$ cat src/design/gb3_pkg.sv
// gb3_pkg: shared types, codes and the blur arithmetic for the 3x3 gaussian blur core
// no dependencies; used by every module of the core by scoped names
package gb3_pkg;

  // input item kinds
  typedef enum logic {
    OP_PIXEL = 1'b0,
    OP_FLUSH = 1'b1
  } op_e;

  // configuration register index, selected by paddr[2]
  typedef enum logic {
    REG_FRAME_WIDTH  = 1'b0,
    REG_FRAME_HEIGHT = 1'b1
  } reg_e;

  localparam int unsigned CfgWidthBits  = 12;
  localparam int unsigned CfgHeightBits = 13;
  localparam logic [CfgWidthBits-1:0]  WidthReset  = 12'd640;
  localparam logic [CfgHeightBits-1:0] HeightReset = 13'd480;

  // packed as red in the low byte, alpha in the high byte
  typedef struct packed {
    logic [7:0] alpha;
    logic [7:0] blue;
    logic [7:0] green;
    logic [7:0] red;
  } pix_t;

  // per-shift control: whether a result is due and how its window is clamped
  typedef struct packed {
    logic emit;
    logic left;
    logic right;
    logic top;
    logic bottom;
    logic last;
  } edge_t;

  typedef struct packed {
    logic last;
    pix_t pix;
  } res_t;

  // 1-2-1 / 2-4-2 / 1-2-1 weighted sum, divided by 16; never exceeds 255
  function automatic logic [7:0] blur_chan(input logic [8:0][7:0] c);
    logic [11:0] s;
    s = 12'(c[0]) + 12'(c[2]) + 12'(c[6]) + 12'(c[8])
      + (12'(c[1]) << 1) + (12'(c[3]) << 1) + (12'(c[5]) << 1) + (12'(c[7]) << 1)
      + (12'(c[4]) << 2);
    return s[11:4];
  endfunction

endpackage

$ cat src/design/gb3_window.sv
// gb3_window: 3x3 pixel window, edge clamping and the weighted sum
// depends on gb3_pkg
module gb3_window (
  input  logic           clk_i,
  input  logic           rst_ni,
  input  logic           shift_i,
  input  gb3_pkg::pix_t  up_i,
  input  gb3_pkg::pix_t  lo_i,
  input  gb3_pkg::pix_t  pix_i,
  input  gb3_pkg::edge_t flags_i,
  output gb3_pkg::res_t  res_o
);

  gb3_pkg::pix_t  win_q [9];
  gb3_pkg::pix_t  win_n [9];
  gb3_pkg::pix_t  p [9];
  logic [8:0][7:0] ch_r, ch_g, ch_b;

  always_comb begin
    for (int r = 0; r < 3; r++) begin
      win_n[r*3+0] = win_q[r*3+1];
      win_n[r*3+1] = win_q[r*3+2];
    end
    win_n[2] = up_i;
    win_n[5] = lo_i;
    win_n[8] = pix_i;

    p = win_n;
    // columns first, then rows
    for (int r = 0; r < 3; r++) begin
      if (flags_i.left)  p[r*3+0] = win_n[r*3+1];
      if (flags_i.right) p[r*3+2] = win_n[r*3+1];
    end
    for (int k = 0; k < 3; k++) begin
      if (flags_i.top)    p[k]   = p[3+k];
      if (flags_i.bottom) p[6+k] = p[3+k];
    end
    for (int i = 0; i < 9; i++) begin
      ch_r[i] = p[i].red;
      ch_g[i] = p[i].green;
      ch_b[i] = p[i].blue;
    end
    res_o.pix.red   = gb3_pkg::blur_chan(ch_r);
    res_o.pix.green = gb3_pkg::blur_chan(ch_g);
    res_o.pix.blue  = gb3_pkg::blur_chan(ch_b);
    res_o.pix.alpha = p[4].alpha;
    res_o.last      = flags_i.last;
  end

  always_ff @(posedge clk_i or negedge rst_ni) begin
    if (!rst_ni) begin
      for (int i = 0; i < 9; i++) begin
        win_q[i] <= '0;
      end
    end else if (shift_i) begin
      win_q <= win_n;
    end
  end

endmodule

$ cat config.mk
export PLATFORM = sky130hd
export DESIGN_NAME = gb3_window
export DESIGN_NICKNAME = d
export VERILOG_FILES = /design/src/design/gb3_pkg.sv /design/src/design/gb3_window.sv
export SDC_FILE = /design/constraint.sdc
export NUM_CORES = 1
export LEC_CHECK = 0
export BUFFER_PORTS_ARGS = -buffer_cell sky130_fd_sc_hd__buf_2
export CAP_MARGIN = 10
export CORE_MARGIN = 2
export CORE_UTILIZATION = 55
export DETAILED_ROUTE_END_ITERATION = 7
export MAX_ROUTING_LAYER = met4
export PLACE_DENSITY = 0.75
export SLEW_MARGIN = 10
export SYNTH_ARGS = -nofsm -noshare
export SYNTH_HDL_FRONTEND = slang
export SYNTH_SLANG_ARGS = --single-unit
$ cat constraint.sdc
create_clock -name clk_i -period 6.6 [get_ports clk_i]
set_input_delay 0 -clock clk_i [delete_from_list [all_inputs] [get_ports clk_i]]
set_output_delay 0 -clock clk_i [all_outputs]
set_load 0.1 [all_outputs]
==> flow_summary.yaml <==
setup_path:
  path_common_cell: "fa_1"
  criticalPathCategory: "reg -> out"
  cp_slowest_cell: "fa_1"
  end_kind: "output port"
  critPathBufInv: 2
  crit_cells: 16
  cp_data_arrival_time_ns: 5.85
  critical-path-top-delay-family: "adder cells"
  start_kind: "flip-flop"
  cp_max_fo: 7
  cp.required_ns: 6.60
  ff2ff_path_depth: 1
  max_stage_delay_ns: 0.61
  crit_path_cell_trace: "mux2_2 -> nand2_1 -> o21ai_0 -> fa_1 -> fa_1 -> fa_1 -> inv_1 -> fa_1 -> or3_1 -> fa_1 -> and2b_1 -> nor3_1 -> o21a_1 -> o21ai_0 -> xor2_1 -> buf_2"
cells_and_area:
  final_common_cell: "mux2_2"
  drive_gt1_frac: 0.299
  area_delta_synth_final_pct: 16.1
  nNetsFinal: 1643
  final_cell_mix: "237 x mux2_2, 156 x fa_1, 152 x dfrtp_1"
clock_tree:
  numCtsBuffers: 17
  clock-root-buffer: "clkbuf_16"
  cts.sinks: 152
  cts.clk_slew.worst_paths_ns: 0.06
  htreeDepth: 4
  cts_resized: 0
  clk_latency_ns: 0.42
  cts_tree: "built"
  clock_path_buffers: 2
synth:
  syn_nets: 1482
  avgSynthCellArea_sq_um: 11.4
  yosysSeqAreaShare: 0.282
  yosysWarnings: 0
  syn_area_sq_um: 13500
  ys_types: 30
  ys_seq_elements: 152
  netlist_instances: 1182
routing:
  drc: 0
  viasPerCell: 5.37
  vias: 9028
  ant_nets: 0
  drtPass1Iterations: 4
  drt_iter0_drc: 395
  routed_wl_mm: 27.0
  wl_per_cell_microns: 16.0
worst_hold_path:
  hold_depth: 0
  hold_path_class: "in -> out"
grt:
  grt_max_degree: 87
  grt-ovfl-total: 0
  antenna_found_initial: 1
  grt_pass1_vias: 9584
  grt_first_pass_wirelength_mm: 46.3
  track_usage: 0.228
placement:
  place.gp.congestion: 0.829
  port_buffers: 118
  dp.final_hpwl_mm: 18.9
timing:
  rsz0062_at_grt: "false"
  skew_ns: 0.00819
  relSlewSlack: 0.390
  setup_viol: 0
  finalSetupTns_ns: 0
  period_minus_slack_ns: 5.85
  hold_violations: 0
  max_slew.worst_pin.slew_ns: 0.915
  slew_violations: 0
  fmax_mhz: 171
  fin_crit_sh: 0.887
floorplanning:
  die_area_sq_um: 25800
  fp.dieH_microns: 161
  die_w_microns: 161
  fp-row-count: 57
  coreArea_sq_um: 24200
  ios: 138
  start_util: 0.557
flow_run:
  maxCapViolations: 0
run_status:
  status: "complete, no violations"
## cell type report
type / instances / area, sq um
Tap cell: 324 / 405
Sequential cell: 152 / 3800
Clock inverter: 15 / 191
Inverter: 144 / 541
Multi-Input combinational cell: 816 / 8780
Timing Repair Buffer: 212 / 1530
Clock buffer: 17 / 425
Antenna cell: 1 / 2.50
Fill cell: 1894 / 8560
## kinds of logic after synthesis
group	after synthesis	synth area share
AND/OR/NAND/NOR	121	0.0381
adder cells (fa/ha/maj)	195	0.267
flip-flops	152	0.282
XOR/XNOR	21	0.0136
AO/OA/AOI/OAI	149	0.0647
buffers and inverters	214	0.0681
multiplexers	330	0.267
## registers in the layout, indices dropped and copies added, names as in the netlist
name and count:
win_n 120, ch_g 8, ch_r 8, res_o 8
ch_b 8
## Yosys cell counts (all sizes together)
cell type,instances,area share
dfrtp,152,0.28
o211ai,3,0.0017
mux2,237,0.20
inv,144,0.040
buf,61,0.026
clkbuf,9,0.0025
xor2,6,0.0039
xnor2,15,0.0097
a21o,3,0.0018
nand3,3,0.0011
a21oi,44,0.016
a41o,3,0.0022
nand2,80,0.022
o41ai,3,0.0036
ha,39,0.036
o21ai,71,0.026
nor2,16,0.0044
o211a,3,0.0022
fa,156,0.23
or3,3,0.0014
nor2b,13,0.0060
and2b,3,0.0018
nor3,3,0.0011
mux2i,93,0.069
a211oi,13,0.0072
o21a,6,0.0033
## metal layers
metal  track usage  wire length (microns)  vias up
met4        0.0548                    318        0
met1         0.301                  12200     4564
li1              -                      -     4275
met2         0.378                  13500      162
met5             -                      0        -
met3        0.0310                    901       27
## stage by stage
| step | std cells | util | hold WS [ns] | area, sq um | setup WS [ns] |
|---|---|---|---|---|---|
| after floorplan | 1182 | - | -0.296 | 13500 | 0.705 |
| after global placement | 1567 | 0.588 | 0.00118 | 14300 | 0.996 |
| after detailed placement | 1567 | 0.588 | 0.00118 | 14300 | 0.972 |
| after CTS | 1680 | 0.647 | 0.00118 | 15700 | 0.764 |
| after global routing | 1681 | 0.647 | 0.000216 | 15700 | 0.502 |
| final | 1681 | 0.647 | 0.0000439 | 15700 | 0.747 |
## repair_timing
action,4_1_cts,5_1_grt
hold buffers,81,0
buffers inserted,0,0
endpoints found under the hold margin,164,0
## path summary, 6_finish.rpt
path / start / to / slack [ns]
max: ch_r[35] / res_o[7] / 0.75
min: flags_i[0] / res_o[32] / 0.00004
max reg2reg: ch_b[36] / win_n[180] / 5.69
min reg2reg: win_n[64] / win_n[64] / 0.50
max in group asynchronous: rst_ni / win_n[85] / 4.95
min in group asynchronous: rst_ni / win_n[183] / 0.19
Power is not shown: default switching activity piles up to over one toggle a cycle in this logic, so the estimate is an artifact.
