===== src/design/gb3_pkg.sv =====
// gb3_pkg: shared types, codes and the blur arithmetic for the 3x3 gaussian blur core
// no dependencies; used by every module of the core by scoped names
package gb3_pkg;

  // input item kinds
  typedef enum logic {
    OP_PIXEL = 1'b0,
    OP_FLUSH = 1'b1
  } op_e;

  // configuration register index, selected by paddr[2]
  typedef enum logic {
    REG_FRAME_WIDTH  = 1'b0,
    REG_FRAME_HEIGHT = 1'b1
  } reg_e;

  localparam int unsigned CfgWidthBits  = 12;
  localparam int unsigned CfgHeightBits = 13;
  localparam logic [CfgWidthBits-1:0]  WidthReset  = 12'd640;
  localparam logic [CfgHeightBits-1:0] HeightReset = 13'd480;

  // packed as red in the low byte, alpha in the high byte
  typedef struct packed {
    logic [7:0] alpha;
    logic [7:0] blue;
    logic [7:0] green;
    logic [7:0] red;
  } pix_t;

  // per-shift control: whether a result is due and how its window is clamped
  typedef struct packed {
    logic emit;
    logic left;
    logic right;
    logic top;
    logic bottom;
    logic last;
  } edge_t;

  typedef struct packed {
    logic last;
    pix_t pix;
  } res_t;

  // 1-2-1 / 2-4-2 / 1-2-1 weighted sum, divided by 16; never exceeds 255
  function automatic logic [7:0] blur_chan(input logic [8:0][7:0] c);
    logic [11:0] s;
    s = 12'(c[0]) + 12'(c[2]) + 12'(c[6]) + 12'(c[8])
      + (12'(c[1]) << 1) + (12'(c[3]) << 1) + (12'(c[5]) << 1) + (12'(c[7]) << 1)
      + (12'(c[4]) << 2);
    return s[11:4];
  endfunction

endpackage


===== src/design/gb3_ctrl.sv =====
// gb3_ctrl: raster position counters, result scheduling and edge flags
// depends on gb3_pkg
module gb3_ctrl #(
  parameter int unsigned MAX_WIDTH  = 2048,
  parameter int unsigned MAX_HEIGHT = 4096,
  localparam int unsigned XW = (MAX_WIDTH > 1) ? $clog2(MAX_WIDTH) : 1
) (
  input  logic                                 clk_i,
  input  logic                                 rst_ni,
  input  logic [gb3_pkg::CfgWidthBits-1:0]     cfg_width_i,
  input  logic [gb3_pkg::CfgHeightBits-1:0]    cfg_height_i,
  input  logic                                 in_valid_i,
  output logic                                 in_ready_o,
  input  logic                                 op_i,
  input  logic                                 b_free_i,
  output logic                                 push_o,
  output logic [XW-1:0]                        addr_o,
  output logic                                 zero_pix_o,
  output gb3_pkg::edge_t                       flags_o
);

  localparam int unsigned CW = $clog2(MAX_WIDTH + 1);
  localparam int unsigned HW = $clog2(MAX_HEIGHT + 1);
  localparam int unsigned RW = HW + 1;

  logic [CW-1:0] eff_w;
  logic [HW-1:0] eff_h;
  logic [XW-1:0] in_col_q, in_col_d, out_col_q, out_col_d;
  logic [RW-1:0] in_row_q, in_row_d, out_row_q, out_row_d;
  logic          pend_q, pend_d;
  logic [XW:0]   col_inc, ocol_inc;
  logic          complete, due, go, do_shift, do_emit, last_col, last_row;

  // register values clamped into the supported range
  always_comb begin
    if (cfg_width_i == '0) begin
      eff_w = CW'(1);
    end else if (32'(cfg_width_i) > 32'(MAX_WIDTH)) begin
      eff_w = CW'(MAX_WIDTH);
    end else begin
      eff_w = CW'(cfg_width_i);
    end
    if (cfg_height_i == '0) begin
      eff_h = HW'(1);
    end else if (32'(cfg_height_i) > 32'(MAX_HEIGHT)) begin
      eff_h = HW'(MAX_HEIGHT);
    end else begin
      eff_h = HW'(cfg_height_i);
    end
  end

  assign in_ready_o = b_free_i && !pend_q;

  always_comb begin
    complete = 32'(in_row_q) >= 32'(eff_h);
    due      = (32'(in_row_q) >= 32'd2) || ((32'(in_row_q) == 32'd1) && (in_col_q != '0));
    go       = pend_q ? b_free_i : (in_valid_i && in_ready_o);
    do_shift   = 1'b0;
    do_emit    = 1'b0;
    zero_pix_o = 1'b0;
    pend_d     = pend_q;
    if (go) begin
      if (pend_q) begin
        // second dummy column of a single-row frame's flush
        do_shift   = 1'b1;
        do_emit    = 1'b1;
        zero_pix_o = 1'b1;
        pend_d     = 1'b0;
      end else if (!complete) begin
        if (gb3_pkg::op_e'(op_i) == gb3_pkg::OP_PIXEL) begin
          do_shift = 1'b1;
          do_emit  = due;
        end
      end else begin
        // frame complete: item acts as a flush
        do_shift   = 1'b1;
        zero_pix_o = 1'b1;
        if (due) begin
          do_emit = 1'b1;
        end else begin
          pend_d = 1'b1;
        end
      end
    end

    col_inc  = {1'b0, in_col_q} + (XW + 1)'(1);
    ocol_inc = {1'b0, out_col_q} + (XW + 1)'(1);
    last_col = 32'(out_col_q) >= (32'(eff_w) - 32'd1);
    last_row = 32'(out_row_q) >= (32'(eff_h) - 32'd1);

    in_col_d  = in_col_q;
    in_row_d  = in_row_q;
    out_col_d = out_col_q;
    out_row_d = out_row_q;
    if (do_shift) begin
      if (32'(col_inc) >= 32'(eff_w)) begin
        in_col_d = '0;
        in_row_d = in_row_q + RW'(1);
      end else begin
        in_col_d = col_inc[XW-1:0];
      end
    end
    if (do_emit) begin
      if (last_col && last_row) begin
        in_col_d  = '0;
        in_row_d  = '0;
        out_col_d = '0;
        out_row_d = '0;
      end else if (32'(ocol_inc) >= 32'(eff_w)) begin
        out_col_d = '0;
        out_row_d = out_row_q + RW'(1);
      end else begin
        out_col_d = ocol_inc[XW-1:0];
      end
    end

    flags_o.emit   = do_emit;
    flags_o.left   = (out_col_q == '0);
    flags_o.right  = last_col;
    flags_o.top    = (out_row_q == '0);
    flags_o.bottom = last_row;
    flags_o.last   = last_col && last_row;
  end

  assign push_o = do_shift;
  assign addr_o = in_col_q;

  always_ff @(posedge clk_i or negedge rst_ni) begin
    if (!rst_ni) begin
      in_col_q  <= '0;
      in_row_q  <= '0;
      out_col_q <= '0;
      out_row_q <= '0;
      pend_q    <= 1'b0;
    end else begin
      in_col_q  <= in_col_d;
      in_row_q  <= in_row_d;
      out_col_q <= out_col_d;
      out_row_q <= out_row_d;
      pend_q    <= pend_d;
    end
  end

endmodule


===== config.mk =====
export PLATFORM = sky130hd
export DESIGN_NAME = gb3_ctrl
export DESIGN_NICKNAME = d
export VERILOG_FILES = /design/src/design/gb3_pkg.sv /design/src/design/gb3_ctrl.sv
export SDC_FILE = /design/constraint.sdc
export NUM_CORES = 1
export LEC_CHECK = 0
export BUFFER_PORTS_ARGS = -buffer_cell sky130_fd_sc_hd__buf_2
export CORE_UTILIZATION = 30
export CTS_CLUSTER_DIAMETER = 150
export CTS_CLUSTER_SIZE = 12
export DETAILED_ROUTE_END_ITERATION = 10
export GPL_TIMING_DRIVEN = 0
export HOLD_SLACK_MARGIN = 0.03
export SYNTH_ARGS = -nofsm -noshare
export SYNTH_HDL_FRONTEND = slang
export SYNTH_SLANG_ARGS = --single-unit
export TNS_END_PERCENT = 1

===== constraint.sdc =====
create_clock -name clk_i -period 4.1 [get_ports clk_i]
set_input_delay 0.205 -clock clk_i [delete_from_list [all_inputs] [get_ports clk_i]]
set_output_delay 0.205 -clock clk_i [all_outputs]
set_load 0.1 [all_outputs]

==> metrics.txt, run 1 <==
outcome finished, final reports clean; Area Overhead vs Synth 14.4%; Tightest Pin Transition 1.20 ns; ANT cells 0; Port Buffers 48; post-route ant nets 0; top-area cell type share of the netlist area 25.7%; Crit Path Category input port to output pin; DRT Pass-1 Iters 4; final setup vio count 0; CORE AREA 16000 µm²; grt total ovfl 0; combinational share of power 43.6%; slew margin rel. 19.7%; Final Hold Viols 0; data arrival time of the critical path 3.72 ns; clk sinks 51; first-pass GRT wire length 21400 µm; Setup TNS 0 ns; Flop pwr share 33.1%; Req. time, crit path 3.89 ns; PwrDens 341 nW/µm²; critical path capture point flags_o[0]; Setup Slack @ Placement -0.540 ns; Net Sw Frac 43.5%; Internal 1.10 mW; syn_area_per_cell 8.39 µm²; syn nets 694; final setup skew 0.00370 ns; RSZ-0062 raised after global routing true; Critical Path Source Type input port; initial antenna violation count 0; initial core utilization 31.0%; drt via density 5.22; Total Wirelength 12700 µm; chip height 131 µm; clk root buf clkbuf_16; synth unique cells 59; worst hold path class input port to asynchronous set/reset pin; gr usage total 15.9%; Reg2Reg Depth 14; reg2reg start out_col_q[4]$_DFFE_PN0P_; vias in the first global route 4214; # rows 46; PnR worst setup slack 0.174 ns; CTS clk-pin slew, worst paths 0.07 ns; final worst path period share 95.7%; Final #Nets 749; largest net degree at the start of global routing 52; crit path max fanout 10; fin. max-slew vios 0; Placed Area 5470 µm²; vias post-DR 4501; top cells by area, synth dfrtp_1 (26%), ha_1 (18%), xnor2_1 (6.4%), nor2_1 (4.8%), nand2_1 (4.4%); area of the multi-input gates 3510 µm²; beginning of the critical path cfg_width_i[8]; max frequency 255 MHz; Residual DRC 0; DP HPWL 9810 µm; post-synthesis sequential area ratio 25.7%; Tmin final 3.93 ns; IO Count 50; # Max-Cap Violations 0; reg-to-reg setup timing slack 0.36 ns; RePlAce Congestion 0.840; clock insertion delay at the later pin of the skew report 0.29 ns; Clk network pwr share 23.4%; share of post-route cells with drive strength above 1 14.1%; r2r endpoint out_col_q[2]$_DFFE_PN0P_; most used flip-flop cell after synthesis dfrtp_1; placed cells 855; Worst Setup End Kind output pin; Synth Instances 591; Layout fillers 1714; #FFs+latches synth 51; Avg WL per Cell 14.7 µm; worst vdd ir 0.236 mV; EDFF count, synth 0; DIE WIDTH 131 µm; cts bufs inserted 5; Final Non-Filler Cells 863; Seq. cell area 1280 µm²; area leader, netlist dfrtp_1; die area 17100 µm²; YS warnings 0; Async SR Flop Fraction 100%; LEAKAGE 2.63 nW; H-Tree Depth 2; TritonCTS clock tree yes; initial drt markers 290; switching power 0.842 mW; Bufs on Longest Clock Path 2; Synth Cell Area 4960 µm²; Final Cell Area 5680 µm²
through the flow:
| step | hold WS (ns) | total power [mW] | util (%) |
|---|---|---|---|
| 2_1_floorplan | -0.0906 | 1.27 | - |
| 3_3_place_gp | 0.529 | 1.48 | 34.2 |
| 3_5_place_dp | 0.525 | 1.49 | 34.2 |
| 4_1_cts | 0.203 | 1.95 | 35.4 |
| 5_1_grt | 0.278 | 2.07 | 35.5 |
| 6_report | 0.164 | 1.94 | 35.5 |
worst min-delay path by stage:
stage / start / end / slack [ns] / cells past startpoint
3_3_place_gp: rst_ni / in_row_q[1]$_DFF_PN0_ / 0.53 / 1
6_report: rst_ni / in_row_q[2]$_DFF_PN0_ / 0.16 / 1
3_5_place_dp: rst_ni / in_row_q[1]$_DFF_PN0_ / 0.53 / 1
2_1_floorplan: rst_ni / addr_o[0]$_DFF_PN0_ / -0.09 / 0
5_1_grt: rst_ni / out_row_q[7]$_DFFE_PN0P_ / 0.28 / 1
4_1_cts: rst_ni / in_row_q[9]$_DFF_PN0_ / 0.20 / 1
kinds of logic (layout without fill, tap and decap cells):
logic type                 after synthesis  in the layout  share of synthesized area [%]
and+or+nand+nor                        259            259                           26.6
AOI/OAI and AO/OA                      120            120                           16.8
adders and majority gates               73             73                           18.4
DFF                                     51             51                           25.7
xor gates and xnor gates                47             47                           8.30
buffers and inverters                   40             96                           4.06
other                                    1              1                         0.0756
critical path, cell delays in order:
cell and delay [ns]:
buf_2 0.12, or3_1 0.43, nor3_4 0.19, a31oi_1 0.15
nor2_2 0.17, inv_1 0.08, ha_2 0.23, nor3b_1 0.15
o21ai_0 0.15, a21oi_1 0.07, ha_1 0.23, a2111oi_1 0.40
o21ai_1 0.18, a21oi_2 0.20, nor3_4 0.07, and2_1 0.14
buf_2 0.18, buf_4 0.20, buf_6 0.19
power groups by stage:
| stage | sequential (mW) | clock [mW] | combinational (mW) |
|---|---|---|---|
| final | 0.641 | 0.453 | 0.844 |
| after global routing | 0.655 | 0.480 | 0.935 |
| after CTS | 0.632 | 0.463 | 0.857 |
| after detailed placement | 0.641 | 0 | 0.845 |
| after global placement | 0.643 | 0 | 0.836 |
| after floorplan | 0.742 | 0 | 0.528 |
area by class of cell:
cell class,instances,share of cell area (%)
multi-input cells,500,61.9
flip-flops and latches,51,22.5
well taps,216,4.76
repair buffers,50,4.61
clock buffers,8,2.76
plain buffers,18,2.09
inverters,20,1.41
cells in the final DEF (no fill, tap or decap), types with 8 or more instances in the layout:
master,synthesis,layout
ha_1,73,72
and3_1,11,11
nor4_1,17,17
inv_1,19,19
nor3_1,27,27
nand3_1,19,19
xnor2_1,36,36
nor2_1,64,63
dfrtp_1,51,51
buf_2,4,50
nand2_1,58,58
a21oi_1,24,23
nor3b_1,12,12
o21ai_0,35,33
xor2_1,11,11
nand4_1,13,13
nand2b_1,8,8
registers in the layout, indices dropped and copies added (netlist names):
| signal | flops |
|---|---|
| out_row_q | 14 |
| in_row_q | 14 |
| pend_q | 1 |
| addr_o | 11 |
| out_col_q | 11 |
synthesized netlist by cell type, types with 2 or more instances:
cell,instances
a2111oi_0,4
a211o_1,5
a211oi_1,5
a21o_1,3
a21oi_1,24
a21oi_2,4
a22o_1,7
a31oi_1,5
and2_1,3
and3_1,11
and4_1,2
buf_2,4
buf_4,3
buf_6,4
clkbuf_1,9
dfrtp_1,51
ha_1,73
inv_1,19
nand2_1,58
nand2b_1,8
nand3_1,19
nand3b_1,3
nand4_1,13
nor2_1,64
nor2b_1,3
nor3_1,27
nor3_2,3
nor3b_1,12
nor4_1,17
o211ai_1,5
o21a_1,4
o21ai_0,35
o31ai_1,3
o41ai_1,4
o41ai_2,2
or3_1,4
or4_1,4
xnor2_1,36
xor2_1,11
layer usage:
layer  share of wire (%)  wire (µm)  track usage [%]  vias to the layer above
met5                   0          0                0                        -
met4                 1.8        227             5.21                        0
met3                 3.1        390             1.95                       15
met2                  46       5800             25.9                       82
met1                  49       6260             21.8                     2127
li1                    -          -                -                     2277
repair_timing:
action	in CTS	in global routing
resized for setup	11	7
buffers inserted	2	0
endpoints found under the setup margin	11	25
hold buffers	0	0
pin swaps	3	1
(Power assumes the default switching activity.)
==> run 2: changes to the inputs <==
==> constraint.sdc (replaced) <==
create_clock -name clk_i -period 4.6 [get_ports clk_i]
set_input_delay 0.23 -clock clk_i [delete_from_list [all_inputs] [get_ports clk_i]]
set_output_delay 0.23 -clock clk_i [all_outputs]
set_load 0.1 [all_outputs]
==> run 2 against run 1 <==
Net effect:
- sequential power is 12% lower
- first-iteration DRC count decreased by 3.4%
- global-route usage down 0.064 points
- critical endpoint unchanged
- combinational power is 10% lower
- highest routed layer unchanged
- sequential share of layout area about the same
- count of clock-buffer cells in the layout unchanged
- register-to-register slack improved by 0.34 ns
==> metrics.txt, run 2 (synthesis results as in run 1) <==
outcome finished, final reports clean; Net Sw Frac 43.5%; worst path cell trace buf_2, or3_1, nor3_4, a31oi_1, nor2_2, inv_1, ha_1, clkbuf_1, nor3b_1, o21ai_0, a21oi_1, ha_1, a2111oi_1, o21ai_0, a21oi_1, nor3_4, and2_1, buf_2, clkbuf_4, buf_6; initial antenna violation count 0; Residual DRC 0; Total Wirelength 12700 µm; placed cells 855; post-route ant nets 0; ANT cells 0; slew margin rel. 19.9%; TritonCTS clock tree yes; clk sinks 51; chip height 131 µm; crit path max fanout 10; IO Count 50; DP HPWL 9810 µm; final setup vio count 0; Bufs on Longest Clock Path 2; initial drt markers 280; share of post-route cells with drive strength above 1 13.4%; gr usage total 15.9%; # rows 46; data arrival time of the critical path 4.08 ns; CORE AREA 16000 µm²; PwrDens 304 nW/µm²; CP max-delay cell or3_1; Setup TNS 0 ns; Hold WS 0.187 ns; Crit Path Category input port to output pin; uppermost layer routed met4; LEAKAGE 2.63 nW; grt total ovfl 0; clock insertion delay at the later pin of the skew report 0.29 ns; largest net degree at the start of global routing 52; final setup skew 0.00331 ns; Final Hold Viols 0; max frequency 232 MHz; most common cell after layout, fill and taps aside ha_1; drt via density 5.20; Tightest Pin Transition 1.20 ns; Avg WL per Cell 14.7 µm; H-Tree Depth 2; switching power 0.750 mW; Final #Nets 750; CTS Hold Bufs 0; RSZ-0062 raised after global routing false; largest registers in_row_q x14, out_row_q x14; Clk network pwr share 23.4%; DRT Pass-1 Iters 5; worst hold path class input port to asynchronous set/reset pin; met3 WL 323 µm; Area Overhead vs Synth 14.2%; Tmin final 4.31 ns; final worst path period share 93.7%; Final Non-Filler Cells 864; die area 17100 µm²; initial core utilization 31.0%; commonest cells after routing, fill and taps aside ha_1 (73), nor2_1 (63), nand2_1 (58); Port Buffers 48; # Max-Cap Violations 0; RePlAce Congestion 0.840; DIE WIDTH 131 µm; fin. max-slew vios 0; Critical Path Source Type input port; Internal 0.974 mW; worst vdd ir 0.210 mV; Flop pwr share 32.7%; clk root buf clkbuf_16; vias in the first global route 4179; crit-path max cell delay 0.43 ns; cts bufs inserted 5; combinational share of power 43.8%; Worst Setup End Kind output pin; M1 WL 6330 µm; vias post-DR 4495; Req. time, crit path 4.37 ns; routed wl met2 5880 µm; first-pass GRT wire length 21300 µm; CTS clk-pin slew, worst paths 0.07 ns
[run 2: cell count changes in the layout (fill, tap and decap cells not counted), sizes merged]
cell	change
clkbuf	+3
buf	-2
[run 2: power groups by stage]
| stage | Combinational, mW | Clock, mW | Sequential (mW) |
|---|---|---|---|
| floorplan | 0.471 | 0 | 0.661 |
| global placement | 0.745 | 0 | 0.573 |
| detailed placement | 0.753 | 0 | 0.571 |
| CTS | 0.757 | 0.413 | 0.563 |
| global route | 0.837 | 0.428 | 0.575 |
| finish | 0.756 | 0.404 | 0.565 |
[run 2: area by class of cell]
cell class	count	area [µm²]
Fill cell	1723	10300
Multi-Input combinational cell	500	3500
Sequential cell	51	1280
Tap cell	216	270
Timing Repair Buffer	49	254
Clock buffer	8	156
Buffer	20	125
Inverter	20	80.1
[run 2: worst paths after layout]
check	from	to	slack (ns)	depth (start not counted)
setup / recovery	cfg_width_i[8]	flags_o[0]	0.29	20
hold / removal	rst_ni	in_row_q[2]$_DFF_PN0_	0.19	1
setup reg to reg	out_col_q[2]$_DFFE_PN0P_	out_col_q[2]$_DFFE_PN0P_	0.70	15
hold reg to reg	out_row_q[13]$_DFFE_PN0P_	out_row_q[13]$_DFFE_PN0P_	0.58	2
max in group asynchronous	rst_ni	out_col_q[8]$_DFFE_PN0P_	3.69	1
min in group clk_i	b_free_i	pend_q$_DFFE_PN0P_	0.36	3
[run 2: metal layers]
metal / vias to the layer above / GRT usage [%]
met3: 11 / 1.79
li1: 2278 / -
met2: 69 / 26.0
met1: 2137 / 21.9
met5: - / 0
met4: 0 / 4.46
[run 2: through the flow]
stage / cell area, µm² / worst slack (ns) / power (mW) / utilization [%]
finish: 5670 / 0.290 / 1.72 / 35.4
global route: 5670 / 0.0353 / 1.84 / 35.4
CTS: 5630 / 0.0364 / 1.73 / 35.2
detailed placement: 5470 / -0.0900 / 1.32 / 34.2
global placement: 5470 / -0.141 / 1.32 / 34.2
floorplan: 4960 / 0.603 / 1.13 / -
[run 2: worst max-delay path, delay by kind of cell]
family,cells,cell delay (ns)
and+or+nand+nor,6,1.25
AOI/OAI and AO/OA,6,1.21
buffers and inverters,6,0.99
adders and majority gates,2,0.40
[run 2: what timing repair did]
item | CTS | global route
setup endpoints to repair | 1 | 4
resized for setup | 1 | 11
buffers inserted | 0 | 1
pin swaps | 0 | 2
cloned | 0 | 0
==> run 3: changes to the inputs <==
--- a/config.mk
+++ b/config.mk
@@ -6,7 +6,7 @@
 export NUM_CORES = 1
 export LEC_CHECK = 0
 export BUFFER_PORTS_ARGS = -buffer_cell sky130_fd_sc_hd__buf_2
-export CORE_UTILIZATION = 30
+export CORE_UTILIZATION = 43
 export CTS_CLUSTER_DIAMETER = 150
 export CTS_CLUSTER_SIZE = 12
 export DETAILED_ROUTE_END_ITERATION = 10
==> run 3 against run 2 <==
Net effect:
- sequential share of layout area grew 0.49 points
- power shrank 0.51%
- register-to-register slack lost 0.12 ns
- critical path type unchanged
- highest routed layer unchanged
==> metrics.txt, run 3 (synthesis results as in run 1) <==
RePlAce Congestion 0.841; CTS clk-pin slew, worst paths 0.07 ns; DP HPWL 9970 µm; Tightest Pin Transition 1.18 ns; cts bufs inserted 5; initial antenna violation count 0; Req. time, crit path 4.37 ns; Critical Path Source Type input port; final worst path period share 94.3%; Final Cell Area 5540 µm²; Placed Area 5380 µm²; placed cells 779; largest net degree at the start of global routing 52; worst hold path class input port to asynchronous set/reset pin; Tmin final 4.34 ns; DRT Pass-1 Iters 6; # rows 38; clk root buf clkbuf_16; # Max-Cap Violations 0; PwrDens 309 nW/µm²; DIE WIDTH 109 µm; most common cell after layout, fill and taps aside ha_1; Reg2Reg Depth 15; Top delay family on crit path simple AND/OR/NAND/NOR gates; RSZ-0062 raised after global routing false; PnR worst setup slack 0.264 ns; chip height 109 µm; drt via density 5.77; max frequency 231 MHz; CP max-delay cell or3_1; CP dominant cell by count buf_2; fin. max-slew vios 0; critical path depth 20; ANT cells 0; CTS Hold Bufs 0; Bufs on Longest Clock Path 2; Final #Nets 749; Port Buffers 48; vias in the first global route 4539; crit path max fanout 10; crit-path max cell delay 0.40 ns; LEAKAGE 2.61 nW; gr usage total 23.0%; slew margin rel. 21.0%; Setup TNS 0 ns; first-pass GRT wire length 21600 µm; initial drt markers 187; Worst Setup End Kind output pin; Area Overhead vs Synth 11.8%; Crit Path Category input port to output pin; Residual DRC 0; share of post-route cells with drive strength above 1 13.1%; largest registers in_row_q x14, out_row_q x14; clock insertion delay at the later pin of the skew report 0.30 ns; Total Wirelength 12800 µm; CORE AREA 11000 µm²; data arrival time of the critical path 4.11 ns; die area 12000 µm²; vias post-DR 4542; clk sinks 51; TritonCTS clock tree yes; Worst Path Buf+Inv 6; final setup vio count 0; Layout Utilization 50.3%; H-Tree Depth 2; final setup skew 0.00857 ns; post-route ant nets 0; grt total ovfl 0; outcome finished, final reports clean; IO Count 50; commonest cells after routing, fill and taps aside ha_1 (73), nor2_1 (63), nand2_1 (58); Final Hold Viols 0; Avg WL per Cell 16.3 µm; initial core utilization 45.0%; worst path cell trace buf_2, or3_1, nor3_2, a31oi_1, nor2_2, inv_1, ha_1, clkbuf_1, nor3b_1, o21ai_0, a21oi_1, ha_1, nor3_1, nor3_1, a21oi_1, nor3_2, and2_1, buf_2, buf_2, buf_6; Final Non-Filler Cells 787; worst vdd ir 0.206 mV; Setup Slack @ Placement -0.0857 ns
[run 3: changes by cell type in the layout (fill, tap and decap cells not counted), moves of 2 or more]
cell / change
a2111oi_0: +2
a2111oi_1: -2
nor3_4: -2
nor3_2: +2
[run 3: stage by stage]
stage	hold WS, ns	power [mW]
after CTS	0.228	1.74
after global placement	0.545	1.30
after global routing	0.288	1.84
final	0.161	1.72
after detailed placement	0.545	1.32
after floorplan	-0.0656	1.13
[run 3: cell type report]
cell class,instances,area [µm²]
Multi-Input combinational cell,500,3480
Inverter,20,80.1
Fill cell,1100,5490
Tap cell,140,175
Buffer,20,121
Clock buffer,7,153
Sequential cell,51,1280
Timing Repair Buffer,48,246
Clock inverter,1,7.51
[run 3: power breakdown]
part           total, mW  leakage [nW]  switching (mW)  internal [mW]
Clock              0.406        0.0761           0.174          0.232
Sequential         0.563         0.693          0.0717          0.491
Combinational      0.747          1.84           0.499          0.248
[run 3: worst reg2reg max path, delay by kind of cell (launching register included)]
| family | cells | cell delay, ns |
|---|---|---|
| AND/OR/NAND/NOR | 6 | 1.02 |
| flip-flops | 1 | 0.39 |
| adder cells (fa/ha/maj) | 1 | 0.28 |
| XOR/XNOR | 1 | 0.24 |
| buffers and inverters | 2 | 0.59 |
| AO/OA/AOI/OAI | 5 | 1.39 |
[run 3: metal layers]
metal	vias up	routed length [µm]	track usage, %
met5	-	0	0
met4	0	245	7.90
met3	18	399	2.67
met2	85	6060	40.3
met1	2158	6090	29.3
li1	2281	-	-
[run 3: worst paths after layout]
kind,from,endpoint,slack (ns)
setup / recovery,cfg_width_i[8],flags_o[0],0.26
hold / removal,rst_ni,in_row_q[1]$_DFF_PN0_,0.16
setup reg to reg,out_col_q[2]$_DFFE_PN0P_,out_col_q[6]$_DFFE_PN0P_,0.58
hold reg to reg,out_row_q[7]$_DFFE_PN0P_,out_row_q[7]$_DFFE_PN0P_,0.58
max in group asynchronous,rst_ni,out_col_q[5]$_DFFE_PN0P_,3.69
min in group clk_i,b_free_i,pend_q$_DFFE_PN0P_,0.37
[run 3: timing repair]
| item | 4_1_cts | 5_1_grt |
|---|---|---|
| setup buffers | 0 | 0 |
| setup endpoints to repair | 1 | 1 |
| pin swaps | 0 | 1 |
| resized for setup | 1 | 3 |
